File: config.mk
export PLATFORM = sky130hd
export DESIGN_NAME = utf8_stream_decoder_flat
export DESIGN_NICKNAME = d
export VERILOG_FILES = /design/src/sv/u8sd_pkg.sv /design/src/sv/u8sd_ifs.sv /design/src/sv/u8sd_front.sv /design/src/sv/u8sd_back.sv /design/src/sv/utf8_stream_decoder.sv /design/src/flat_wrapper.sv
export VERILOG_INCLUDE_DIRS = /design/src /design/src/sv
export SDC_FILE = /design/constraint.sdc
export NUM_CORES = 1
export LEC_CHECK = 0
export BUFFER_PORTS_ARGS = -buffer_cell sky130_fd_sc_hd__buf_2
export CORE_MARGIN = 2
export CORE_UTILIZATION = 50
export DETAILED_ROUTE_END_ITERATION = 16
export PLACE_DENSITY = 0.68
export SYNTH_ARGS = -nofsm -noshare
export SYNTH_HDL_FRONTEND = slang
export SYNTH_SLANG_ARGS = --single-unit
File: constraint.sdc
create_clock -name clock -period 12 [get_ports clock]
set_input_delay 1.8 -clock clock [delete_from_list [all_inputs] [get_ports clock]]
set_output_delay 1.8 -clock clock [all_outputs]
set_load 0.02 [all_outputs]
File: src/sv/utf8_stream_decoder_macros.svh
// Assertion macros shared by the UTF-8 stream decoder RTL.
// No dependencies; included by the modules that carry assertions.
`ifndef UTF8_STREAM_DECODER_MACROS_SVH
`define UTF8_STREAM_DECODER_MACROS_SVH

// Same-cycle implication, disabled while reset is high.
`define AST_IMPLIES(lbl, clk, rst, ante, cons) \
   lbl: assert property (@(posedge clk) disable iff (rst) (ante) |-> (cons)) \
      else $error("assertion failed");

// Next-cycle implication, disabled while reset is high.
`define AST_NEXT(lbl, clk, rst, ante, cons) \
   lbl: assert property (@(posedge clk) disable iff (rst) (ante) |=> (cons)) \
      else $error("assertion failed");

`endif

File: src/sv/u8sd_pkg.sv
// Types, constants and decode functions of the UTF-8 stream decoder.
// No dependencies; used by the front end, the back end and the top level.
package u8sd_pkg;

   localparam logic [20:0] ReplCp            = 21'h00FFFD;
   localparam int          QueueDepthDefault = 2;
   localparam int          WindowDepth       = 4;

   // Sequence lengths taken from the lead byte
   localparam logic [2:0] LenBad = 3'd0;
   localparam logic [2:0] Len1   = 3'd1;
   localparam logic [2:0] Len2   = 3'd2;
   localparam logic [2:0] Len3   = 3'd3;
   localparam logic [2:0] Len4   = 3'd4;

   typedef struct packed {
      logic [2:0] len;   // length if taken as a lead, LenBad if not a lead
      logic       cont;  // byte has the form 10xxxxxx
   } class_type;

   typedef struct packed {
      logic [7:0] data;
      logic       fin;
      class_type  cls;
   } entry_type;

   typedef struct packed {
      logic      valid;
      entry_type entry;
   } queue_type;

   typedef struct packed {
      logic [7:0] data;
      class_type  cls;
   } slot_type;

   typedef slot_type [WindowDepth-1:0] window_type;

   typedef struct packed {
      logic        emit;
      logic [20:0] cp;
      logic        err;
      logic [2:0]  used;
   } result_type;

   function automatic class_type classify(input logic [7:0] data);
      class_type c;
      c.cont = (data & 8'hC0) == 8'h80;
      if (data < 8'h80) begin
         c.len = Len1;
      end else if (data inside {[8'hC0:8'hDF]}) begin
         c.len = Len2;
      end else if (data inside {[8'hE0:8'hEF]}) begin
         c.len = Len3;
      end else if (data inside {[8'hF0:8'hF7]}) begin
         c.len = Len4;
      end else begin
         c.len = LenBad;
      end
      return c;
   endfunction

   function automatic logic [7:0] lead_mask(input logic [2:0] len);
      logic [7:0] m;
      case (len)
         Len1:    m = 8'h7F;
         Len2:    m = 8'h1F;
         Len3:    m = 8'h0F;
         Len4:    m = 8'h07;
         default: m = 8'h00;
      endcase
      return m;
   endfunction

   // Settle the sequence at the head of the window, if it can be settled.
   function automatic result_type evaluate(input window_type win,
                                           input logic [2:0] count,
                                           input logic fin);
      result_type  r;
      logic [2:0]  len;
      logic [2:0]  bad;
      logic [20:0] cp;
      len = win[0].cls.len;
      bad = 3'd0;
      cp  = {13'b0, win[0].data & lead_mask(len)};
      for (int i = 1; i < WindowDepth; i++) begin
         if (3'(i) < len) begin
            cp = {cp[14:0], win[i].data[5:0]};
         end
      end
      // Scan down so the first bad continuation wins
      for (int i = WindowDepth - 1; i >= 1; i--) begin
         if (3'(i) < len && !win[i].cls.cont) begin
            bad = 3'(i);
         end
      end
      r.emit = 1'b0;
      r.cp   = ReplCp;
      r.err  = 1'b1;
      r.used = 3'd1;
      if (count == 3'd0) begin
         r.emit = 1'b0;
      end else if (len == LenBad) begin
         r.emit = 1'b1;
      end else if (count < len) begin
         r.emit = fin;
      end else if (bad != 3'd0) begin
         r.emit = 1'b1;
         r.used = bad;
      end else begin
         r.emit = 1'b1;
         r.cp   = cp;
         r.err  = 1'b0;
         r.used = len;
      end
      return r;
   endfunction

   // Drop n bytes from the front of the window.
   function automatic window_type shift_window(input window_type w, input logic [2:0] n);
      window_type s;
      logic [2:0] idx;
      s = w;
      for (int k = 0; k < WindowDepth; k++) begin
         idx = 3'(k) + n;
         if (idx < 3'(WindowDepth)) begin
            s[k] = w[idx[1:0]];
         end
      end
      return s;
   endfunction

endpackage

File: src/sv/u8sd_ifs.sv
// Valid/ready channel interfaces of the UTF-8 stream decoder.
// No dependencies; the request carries bytes, the response code points.
interface u8sd_req_if;
   logic       valid;
   logic       ready;
   logic [7:0] in_byte;
   logic       stream_end;

   modport source (output valid, output in_byte, output stream_end, input ready);
   modport sink   (input valid, input in_byte, input stream_end, output ready);
endinterface

interface u8sd_rsp_if;
   logic        valid;
   logic        ready;
   logic [20:0] code_point;
   logic        is_error;
   logic [2:0]  bytes_used;
   logic        last_of_run;

   modport source (output valid, output code_point, output is_error,
                   output bytes_used, output last_of_run, input ready);
   modport sink   (input valid, input code_point, input is_error,
                   input bytes_used, input last_of_run, output ready);
endinterface

File: src/sv/u8sd_front.sv
// Front end: accepts bytes, classifies them and queues them for the back end.
// Depends on u8sd_pkg and u8sd_req_if.
`include "utf8_stream_decoder_macros.svh"

module u8sd_front #(
   parameter int QueueDepth = u8sd_pkg::QueueDepthDefault
) (
   input  logic                clock,
   input  logic                reset,
   u8sd_req_if.sink            req,
   input  logic                q_pop,
   output u8sd_pkg::queue_type q_head
);

   localparam int PtrWidth  = (QueueDepth > 1) ? $clog2(QueueDepth) : 1;
   localparam int FillWidth = $clog2(QueueDepth + 1);
   localparam logic [PtrWidth-1:0]  LastPtr  = PtrWidth'(QueueDepth - 1);
   localparam logic [FillWidth-1:0] FullFill = FillWidth'(QueueDepth);

   u8sd_pkg::entry_type  q_mem_ff [QueueDepth];
   u8sd_pkg::entry_type  new_entry;
   logic [PtrWidth-1:0]  wr_ptr_ff, wr_ptr_in;
   logic [PtrWidth-1:0]  rd_ptr_ff, rd_ptr_in;
   logic [FillWidth-1:0] fill_ff, fill_in;
   logic                 push;

   assign req.ready = fill_ff != FullFill;
   assign push      = req.valid && req.ready;

   always_comb begin
      new_entry.data = req.in_byte;
      new_entry.fin  = req.stream_end;
      new_entry.cls  = u8sd_pkg::classify(req.in_byte);
   end

   assign q_head.valid = fill_ff != '0;
   assign q_head.entry = q_mem_ff[rd_ptr_ff];

   always_comb begin
      wr_ptr_in = wr_ptr_ff;
      rd_ptr_in = rd_ptr_ff;
      fill_in   = fill_ff;
      if (push) begin
         wr_ptr_in = (wr_ptr_ff == LastPtr) ? '0 : wr_ptr_ff + 1'b1;
      end
      if (q_pop) begin
         rd_ptr_in = (rd_ptr_ff == LastPtr) ? '0 : rd_ptr_ff + 1'b1;
      end
      if (push && !q_pop) begin
         fill_in = fill_ff + 1'b1;
      end else if (q_pop && !push) begin
         fill_in = fill_ff - 1'b1;
      end
   end

   always_ff @(posedge clock) begin
      if (reset) begin
         wr_ptr_ff <= '0;
         rd_ptr_ff <= '0;
         fill_ff   <= '0;
      end else begin
         wr_ptr_ff <= wr_ptr_in;
         rd_ptr_ff <= rd_ptr_in;
         fill_ff   <= fill_in;
      end
   end

   always_ff @(posedge clock) begin
      if (push) begin
         q_mem_ff[wr_ptr_ff] <= new_entry;
      end
   end

   `AST_IMPLIES(a_fill_bound, clock, reset, 1'b1, fill_ff <= FullFill)
   `AST_IMPLIES(a_pop_nonempty, clock, reset, q_pop, fill_ff != '0)
   `AST_NEXT(a_fill_grows, clock, reset, push && !q_pop, fill_ff == $past(fill_ff) + 1'b1)

endmodule

File: src/sv/u8sd_back.sv
// Back end: holds the byte window, drives results, settles one sequence per cycle while the output is free.
// Depends on u8sd_pkg and u8sd_rsp_if.
`include "utf8_stream_decoder_macros.svh"

module u8sd_back (
   input  logic                clock,
   input  logic                reset,
   input  u8sd_pkg::queue_type q_head,
   output logic                q_pop,
   u8sd_rsp_if.source          rsp
);

   u8sd_pkg::window_type win_ff, win_in;
   u8sd_pkg::window_type shifted;
   u8sd_pkg::result_type res, more;
   logic [2:0]  count_ff, count_in, rest_count;
   logic        busy_ff, busy_in;
   logic        fin_ff, fin_in;
   logic        rsp_valid_ff, rsp_valid_in;
   logic [20:0] cp_ff, cp_in;
   logic        err_ff, err_in;
   logic [2:0]  used_ff, used_in;
   logic        last_ff, last_in;
   logic        out_free, step, load;

   assign out_free = !rsp_valid_ff || rsp.ready;
   assign step     = busy_ff && out_free;
   assign q_pop    = !busy_ff && q_head.valid;

   always_comb begin
      res        = u8sd_pkg::evaluate(win_ff, count_ff, fin_ff);
      shifted    = u8sd_pkg::shift_window(win_ff, res.used);
      rest_count = count_ff - res.used;
      more       = u8sd_pkg::evaluate(shifted, rest_count, fin_ff);
   end

   assign load = step && res.emit;

   always_comb begin
      win_in   = win_ff;
      count_in = count_ff;
      busy_in  = busy_ff;
      fin_in   = fin_ff;
      if (q_pop) begin
         // append at the tail; idle window holds at most three bytes
         win_in[count_ff[1:0]].data = q_head.entry.data;
         win_in[count_ff[1:0]].cls  = q_head.entry.cls;
         count_in = count_ff + 3'd1;
         fin_in   = q_head.entry.fin;
         busy_in  = 1'b1;
      end else if (step) begin
         if (res.emit) begin
            win_in   = shifted;
            count_in = rest_count;
            busy_in  = more.emit;
         end else begin
            busy_in = 1'b0;
         end
      end
   end

   always_comb begin
      rsp_valid_in = rsp_valid_ff;
      cp_in        = cp_ff;
      err_in       = err_ff;
      used_in      = used_ff;
      last_in      = last_ff;
      if (load) begin
         rsp_valid_in = 1'b1;
         cp_in        = res.cp;
         err_in       = res.err;
         used_in      = res.used;
         last_in      = !more.emit;
      end else if (rsp.ready) begin
         rsp_valid_in = 1'b0;
      end
   end

   always_ff @(posedge clock) begin
      if (reset) begin
         count_ff     <= '0;
         busy_ff      <= 1'b0;
         fin_ff       <= 1'b0;
         rsp_valid_ff <= 1'b0;
      end else begin
         count_ff     <= count_in;
         busy_ff      <= busy_in;
         fin_ff       <= fin_in;
         rsp_valid_ff <= rsp_valid_in;
      end
   end

   always_ff @(posedge clock) begin
      win_ff  <= win_in;
      cp_ff   <= cp_in;
      err_ff  <= err_in;
      used_ff <= used_in;
      last_ff <= last_in;
   end

   assign rsp.valid       = rsp_valid_ff;
   assign rsp.code_point  = cp_ff;
   assign rsp.is_error    = err_ff;
   assign rsp.bytes_used  = used_ff;
   assign rsp.last_of_run = last_ff;

   `AST_IMPLIES(a_idle_window_short, clock, reset, !busy_ff, count_ff <= 3'd3)
   `AST_IMPLIES(a_final_byte_empties, clock, reset, !busy_ff && fin_ff, count_ff == 3'd0)
   `AST_IMPLIES(a_used_in_window, clock, reset, load,
                res.used != 3'd0 && res.used <= count_ff)

endmodule

File: src/sv/utf8_stream_decoder.sv
// Path: a byte that completes a sequence goes through the byte queue, the window and the
//   output register before its first result is valid; that result transfers once the
//   receiver is ready.
// Flow: the back end appends a byte to its window, then settles its results in turn while
//   its output is free, or finds that the byte only waits, and then takes the next byte.
// Reset: synchronous, active high; empties the queue and the window and drops any result.
module utf8_stream_decoder #(
   parameter int QueueDepth = u8sd_pkg::QueueDepthDefault
) (
   input  logic       clock,
   input  logic       reset,
   u8sd_req_if.sink   req_chan,
   u8sd_rsp_if.source rsp_chan
);

   // Head of the byte queue, and the back end's request to advance it
   u8sd_pkg::queue_type q_head;
   logic                q_pop;

   // Front: transfer bytes in, tag each as lead length and continuation, queue them
   u8sd_front #(
      .QueueDepth (QueueDepth)
   ) u_front (
      .clock  (clock),
      .reset  (reset),
      .req    (req_chan),
      .q_pop  (q_pop),
      .q_head (q_head)
   );

   // Back: hold up to four pending bytes, settle one sequence per cycle while the output
   // register is free, and hold each result in that register until its transfer
   u8sd_back u_back (
      .clock  (clock),
      .reset  (reset),
      .q_head (q_head),
      .q_pop  (q_pop),
      .rsp    (rsp_chan)
   );

endmodule

File: src/flat_wrapper.sv
// flat-port wrapper written by rule: the top's interface ports become plain ports
module utf8_stream_decoder_flat 
#(
   parameter int QueueDepth = u8sd_pkg::QueueDepthDefault
)
  (clock, reset, req_chan_valid, req_chan_in_byte, req_chan_stream_end, req_chan_ready, rsp_chan_valid, rsp_chan_code_point, rsp_chan_is_error, rsp_chan_bytes_used, rsp_chan_last_of_run, rsp_chan_ready);
  u8sd_req_if req_chan_i ();
  u8sd_rsp_if rsp_chan_i ();
  input  logic clock;
  input  logic reset;
  input wire logic [$bits(req_chan_i.valid)-1:0] req_chan_valid;
  input wire logic [$bits(req_chan_i.in_byte)-1:0] req_chan_in_byte;
  input wire logic [$bits(req_chan_i.stream_end)-1:0] req_chan_stream_end;
  output wire logic [$bits(req_chan_i.ready)-1:0] req_chan_ready;
  output wire logic [$bits(rsp_chan_i.valid)-1:0] rsp_chan_valid;
  output wire logic [$bits(rsp_chan_i.code_point)-1:0] rsp_chan_code_point;
  output wire logic [$bits(rsp_chan_i.is_error)-1:0] rsp_chan_is_error;
  output wire logic [$bits(rsp_chan_i.bytes_used)-1:0] rsp_chan_bytes_used;
  output wire logic [$bits(rsp_chan_i.last_of_run)-1:0] rsp_chan_last_of_run;
  input wire logic [$bits(rsp_chan_i.ready)-1:0] rsp_chan_ready;
  assign req_chan_i.valid = req_chan_valid;
  assign req_chan_i.in_byte = req_chan_in_byte;
  assign req_chan_i.stream_end = req_chan_stream_end;
  assign req_chan_ready = req_chan_i.ready;
  assign rsp_chan_valid = rsp_chan_i.valid;
  assign rsp_chan_code_point = rsp_chan_i.code_point;
  assign rsp_chan_is_error = rsp_chan_i.is_error;
  assign rsp_chan_bytes_used = rsp_chan_i.bytes_used;
  assign rsp_chan_last_of_run = rsp_chan_i.last_of_run;
  assign rsp_chan_i.ready = rsp_chan_ready;
  utf8_stream_decoder #(.QueueDepth(QueueDepth)) u_core (.clock(clock), .reset(reset), .req_chan(req_chan_i), .rsp_chan(rsp_chan_i));
endmodule
; Word-level counts from Yosys, hierarchy flattened
; Memories as Yosys holds them, arrays and structs flattened. A register that Yosys moved wholly into a read port is not among the register bits.
; Cells that the tools add are included.
[classes]
addsub = 9
n_lt_le_gt_ge = 22
eq_ne = 6
mux = 59
bitwise = 1
reduce_logical = 43
[op_table]
columns = operator, count
row1 = 2-to-1 mux 48 bit, 3
row2 = 2-to-1 mux 12 bit, 9
row3 = binary-select mux 12 bit (select 2 bit), 4
row4 = bitwise mux 48 bit, 2
row5 = demux 12 bit (select 2 bit), 2
row6 = 2-to-1 mux 21 bit, 2
row7 = 2-to-1 mux 3 bit, 13
row8 = one-hot mux 7 bit (4 select lines), 1
row9 = "greater-or-equal comparator 8 bit, second input constant", 3
row10 = "<= comparator 8 bit, second input constant", 3
row11 = 2-to-1 mux 1 bit, 18
row12 = nonzero test 2 bit, 9
row13 = "< comparator 2 x 3 -> 1 bit, second input constant", 5
row14 = 2-to-1 mux 14 bit, 1
row15 = logical AND 1 bit, 13
row16 = zero test 3 bit, 4
row17 = "< comparator 3 bit, second input constant", 4
row18 = AND reduction 3 bit, 4
row19 = AND 8 bit, 1
row20 = zero test 1 bit, 8
row21 = "< comparator 8 bit, second input constant", 1
row22 = "adder 2 x 3 -> 3 bit, first input constant", 2
row23 = "equality test 3 x 2 -> 1 bit, second input constant", 2
row24 = "< comparator 2 x 3 -> 1 bit, first input constant", 2
row25 = other kinds (20), 24
[word_totals]
reg_bits = 84
ramBits = 26
output_inout_bits = 28
memories = 1
[memory_table]
columns = name, words, word_bits, read_ports, rd_ports_with_merged_regs, wr, line
row1 = u_core.u_front.q_mem_ff, 2, 13, 1, 1, 1, u8sd_front.sv:20  ; u8sd_pkg::entry_type q_mem_ff [QueueDepth];

; Logic depth before layout (Yosys ltp)
[logic_depth]
depth_word = 20
depth_mapped = 20

; Modules after synthesis
; A second synthesis with hierarchy kept.
[unflattened]
cells_unflattened = 564
area_unflattened_um2 = 6195.9
[modules_own_cells]
columns = module, instances, cells_each, area_each_um2
row1 = u8sd_back, 1, 493, 5009.8
row2 = u8sd_front, 1, 71, 1186.1

; Worst setup path before layout
; OpenSTA, ideal clock, no wires.
[synth_path]
path_type = flip-flop to flip-flop
from = register u_core.u_back.win_ff[3] (netlist bit)
to = register u_core.u_back.last_ff (netlist: u_core.u_back.rsp.last_of_run) (data pin)
setup_time_ns = 0.129
arrival_ns = 3.760
required_ns = 11.871
path_slack_ns = 8.111
stages_incl_launch_ff = 21
n_path_buf = 2
period_less_slack_ns = 3.889
cell_sequence = edfxtp_1 > buf_6 > inv_2 > ha_1 > a21oi_1 > o21ai_4 > and3_4 > inv_4 > buf_6 > ha_1 > inv_1 > fa_1 > xnor2_1 > xnor2_2 > ha_1 > a211oi_1 > nand2_1 > a21oi_1 > o211ai_1 > o21ai_1 > or3_1
[synth_rtl]
columns = item, line
row1 = from (decl), u8sd_back.sv:13  ; u8sd_pkg::window_type win_ff, win_in;
row2 = from (signal assigned), u8sd_back.sv:94  ; win_ff <= win_in;
row3 = to (signal assigned), u8sd_back.sv:98  ; last_ff <= last_in;
row4 = to (decl), u8sd_back.sv:23  ; logic last_ff, last_in;

; Final worst setup path
[layout_path]
from = register u_core.u_back.win_ff[3] (netlist bit)
to = register u_core.u_back.last_ff (netlist: u_core.u_back.rsp.last_of_run) (data pin)
[layout_via]
elab_chain_len = 18
word_cells_on_any_way = 28
[layout_lines]
columns = item, line
row1 = < comparator 2 x 3 -> 1 bit, u8sd_pkg.sv:93  ; if (3'(i) < len && !win[i].cls.cont) begin
row2 = logical AND 1 bit, u8sd_pkg.sv:93
row3 = 2-to-1 mux 2 bit, u8sd_pkg.sv:93
row4 = 2-to-1 mux 3 bit (2 in series), u8sd_pkg.sv:93
row5 = nonzero test 3 bit, u8sd_pkg.sv:107  ; end else if (bad != 3'd0) begin
row6 = 2-to-1 mux 3 bit, u8sd_pkg.sv:107
row7 = 2-to-1 mux 3 bit, u8sd_pkg.sv:105  ; end else if (count < len) begin
row8 = 2-to-1 mux 3 bit, u8sd_pkg.sv:103  ; end else if (len == LenBad) begin
row9 = 2-to-1 mux 3 bit, u8sd_pkg.sv:101  ; if (count == 3'd0) begin
row10 = binary-select mux 12 bit (select 2 bit), u8sd_pkg.sv:127  ; s[k] = w[idx[1:0]];
row11 = 2-to-1 mux 12 bit (not written as such), u8sd_pkg.sv:127
row12 = 2-to-1 mux 12 bit, u8sd_pkg.sv:126  ; if (idx < 3'(WindowDepth)) begin
row13 = < comparator 3 bit, u8sd_pkg.sv:105
row14 = 2-to-1 mux 1 bit, u8sd_pkg.sv:105
row15 = 2-to-1 mux 1 bit, u8sd_pkg.sv:103
row16 = 2-to-1 mux 1 bit (*), u8sd_pkg.sv:101
row17 = zero test 1 bit (*), u8sd_back.sv:73  ; last_in = !more.emit;
; Mark *: on every way between the ends. The rest lies on a longest branch, timed or not. The select of a mux whose other input is x is not followed.
; A chain may end at the register's enable or synchronous reset.

==> impl_metrics.yaml <==
yosys:
  synth_fp_nets: 538
  ys_async_sr_fraction_pct: 0
  syn_avg_cell_area_um2: 11.3
  netlist_instances: 512
  synth_cell_types: 61
  ys.flop_type: "edfxtp_1"
  ys_ff_latch: 105
  synth_area_um2: 5780
  yosysSeqAreaShare_pct: 52.7
  synth_edf_count: 94
  yosys_warnings: 0
pwr:
  clockPowerShare_pct: 18.8
  p_seq_share_pct: 41.3
  vdd_ir_drop_max_uv: 102
  intPower_w: 0.000903
  swShare_pct: 40.3
  power.density_nw_per_um2: 240
  finalPower_w: 0.00151
  p_leak_nw: 2.28
  comb_power_share_pct: 39.9
  p_sw_w: 0.000610
sta:
  slew_headroom_pct: 28.2
  hold-worst-slack_ps: 510
  finalHoldViolations: 0
  worst_slew_pin_slew_ps: 1080
  fin_crit_sh_pct: 44.5
  worst_clock_skew_ps: 6.91
  rsz0062_at_grt: "no"
  finalCriticalPeriod_ps: 5340
  drv_slew: 0
  finalSetupViolations: 0
  fmaxAchievable_mhz: 187
  fin_tns_setup_ps: 0
  setup_slack_ps: 6660
critical_path:
  worstPathRequired_ps: 12220
  cp-startpoint: "u_core.u_back.win_ff[3]"
  startpoint_type: "flip-flop"
  cp_max_fo: 36
  crit_type: "flip-flop to flip-flop"
  r2r_cells: 18
  cp-end-kind: "flip-flop"
  critPathArrivalTime_ps: 5570
  r2r-start: "u_core.u_back.win_ff[3]"
detailed_routing:
  drtAntennaViolNets: 0
  viasPerCell: 6.24
  drt_wl_total_mm: 14.0
  dr.first_iter.drc_count: 436
  first_pass_iters: 5
  detail_route.wl_per_cell_um: 20.4
  drc: 0
  dr_total_vias: 4290
die:
  start_util_pct: 50.8
  row_count: 39
  core_um2: 11400
  fp.dieW_um: 112
  die_area_um2: 12400
  fp.dieH_um: 112
  top_level_ports: 41
clocking:
  clkTransAtPathRegs_ps: 70
  tritoncts: "done"
  h-tree-depth: 3
  clock_latency_ps: 340
  clock-root-buffer: "clkbuf_16"
  postCtsSetupBuffers: 0
  cts.sinks: 105
  cts_resized: 0
  cts_buffer_depth: 2
  cts_hold_buf: 0
  numCtsBuffers: 9
global_route:
  grt_max_degree: 37
  antenna_found_initial: 0
  track_usage_pct: 22.9
  gr-total-overflow: 0
  grt_pass1_wl_mm: 22.4
  grt_pass1_vias: 4085
worst_hold_path:
  hold_class: "flip-flop to flip-flop"
  hold_depth: 2
  hold_path.startpoint: "u_core.u_front.fill_ff[1]"
final_layout:
  area_delta_synth_final_pct: 9.31
  stdcell_count: 687
  drive_gt1_share_pct: 15.3
  antennaDiodeCount: 0
  layout.nets: 565
place:
  routabilityCongestion: 0.968
  port_buffers: 40
  pre_cts_ws_ps: 6770
  dpl.hpwl_mm: 9.72
  dpl.cell_count: 671
run:
  drv_cap: 0
status:
  status: "complete, no violations"
-- critical path, stage by stage, from the launching register on --
cell	delay, ps
edfxtp_1	1070
inv_2	160
ha_1	360
a21oi_1	260
o21ai_4	140
and3_4	320
inv_4	400
ha_1	220
inv_1	50
fa_1	370
xnor2_1	230
xnor2_2	170
ha_1	300
a211oi_1	390
nand2_1	140
a21oi_1	190
o211ai_1	110
o21ai_1	180
or3_1	120
-- worst paths after layout --
kind                                                       to  slack, ps
worst min register to register      u_core.u_front.fill_ff[1]        510
worst max-delay path            u_core.u_back.rsp.last_of_run       6660
worst min-delay path                u_core.u_front.fill_ff[1]        510
worst max register to register  u_core.u_back.rsp.last_of_run       6660
-- metal layers --
layer  part of all wire, %  routed length [um]  vias to the layer above  GRT usage [%]
li1                      -                   -                     2012              -
met1                    44                6200                     2048           31.6
met2                    46                6460                      210           36.6
met3                   8.0                1130                       20           4.41
met4                   1.7                 244                        0           7.90
met5                     0                   0                        -              0
-- registers in the layout (all words and copies together) (netlist names), 2 cells and up, named ones only --
signal	flops
u_core.u_front.q_mem_ff	24
u_core.u_back.rsp.code_point	21
u_core.u_back.count_ff	3
u_core.u_back.rsp.bytes_used	3
u_core.u_back.win_ff	44
u_core.u_front.fill_ff	2
-- placed cells by master (no fill, tap or decap), types with 11 or more instances in the layout --
cell | synthesis | routed
a21oi_1 | 15 | 15
a22oi_1 | 14 | 14
buf_2 | 3 | 40
dfxtp_1 | 11 | 11
edfxtp_1 | 94 | 94
ha_1 | 12 | 12
inv_1 | 12 | 12
mux2i_1 | 51 | 51
nand2_1 | 73 | 73
nor2_1 | 39 | 39
o211ai_1 | 14 | 14
o21ai_0 | 13 | 13
o221ai_1 | 29 | 29
-- cells in the mapped netlist (6+ instances only) --
cell       n  area share, %
a21oi_1   15            1.3
a22oi_1   14            1.8
and3_1     6           0.65
buf_6      7            1.4
clkbuf_1  18            1.2
dfxtp_1   11            3.8
edfxtp_1  94             49
ha_1      12            2.6
inv_1     12           0.78
mux2_2     9            1.8
mux2i_1   51            8.8
nand2_1   73            4.7
nand3_1    8           0.69
nor2_1    39            2.5
o211ai_1  14            1.8
o21ai_0   13            1.1
o21ai_1    9           0.78
o221ai_1  29            4.4
-- power by group through the flow --
stage / Sequential (W) / Combinational, W / Clock, W
final: 0.000625 / 0.000604 / 0.000284
after global routing: 0.000634 / 0.000660 / 0.000305
after CTS: 0.000620 / 0.000594 / 0.000290
after detailed placement: 0.000628 / 0.000592 / 0
after global placement: 0.000624 / 0.000576 / 0
after floorplan: 0.000566 / 0.000489 / 0
-- kinds of logic (layout without fill, tap and decap cells) --
group / count (synthesis) / count (layout) / share of synthesized area, %
compound gates: 128 / 128 / 16.4
xor+xnor: 8 / 8 / 1.34
fa+ha+maj: 13 / 13 / 2.94
buf+inv: 44 / 76 / 3.88
flops: 105 / 105 / 52.7
mux: 61 / 61 / 10.8
simple gates: 153 / 153 / 11.9
-- layout make-up --
type | count | area (um2)
Clock buffer | 14 | 274
Multi-Input combinational cell | 363 | 2510
Inverter | 15 | 58.8
Clock inverter | 2 | 12.5
Timing Repair Buffer | 45 | 238
Fill cell | 970 | 5050
Sequential cell | 105 | 3040
Tap cell | 143 | 179
-- metrics by stage --
stage	utilization (%)	cell area, um2
global route	55.6	6320
CTS	55.6	6320
floorplan	-	5780
detailed placement	53.0	6030
global placement	53.0	6030
finish	55.6	6320
No activity file was read; power rests on OpenSTA's default activity.
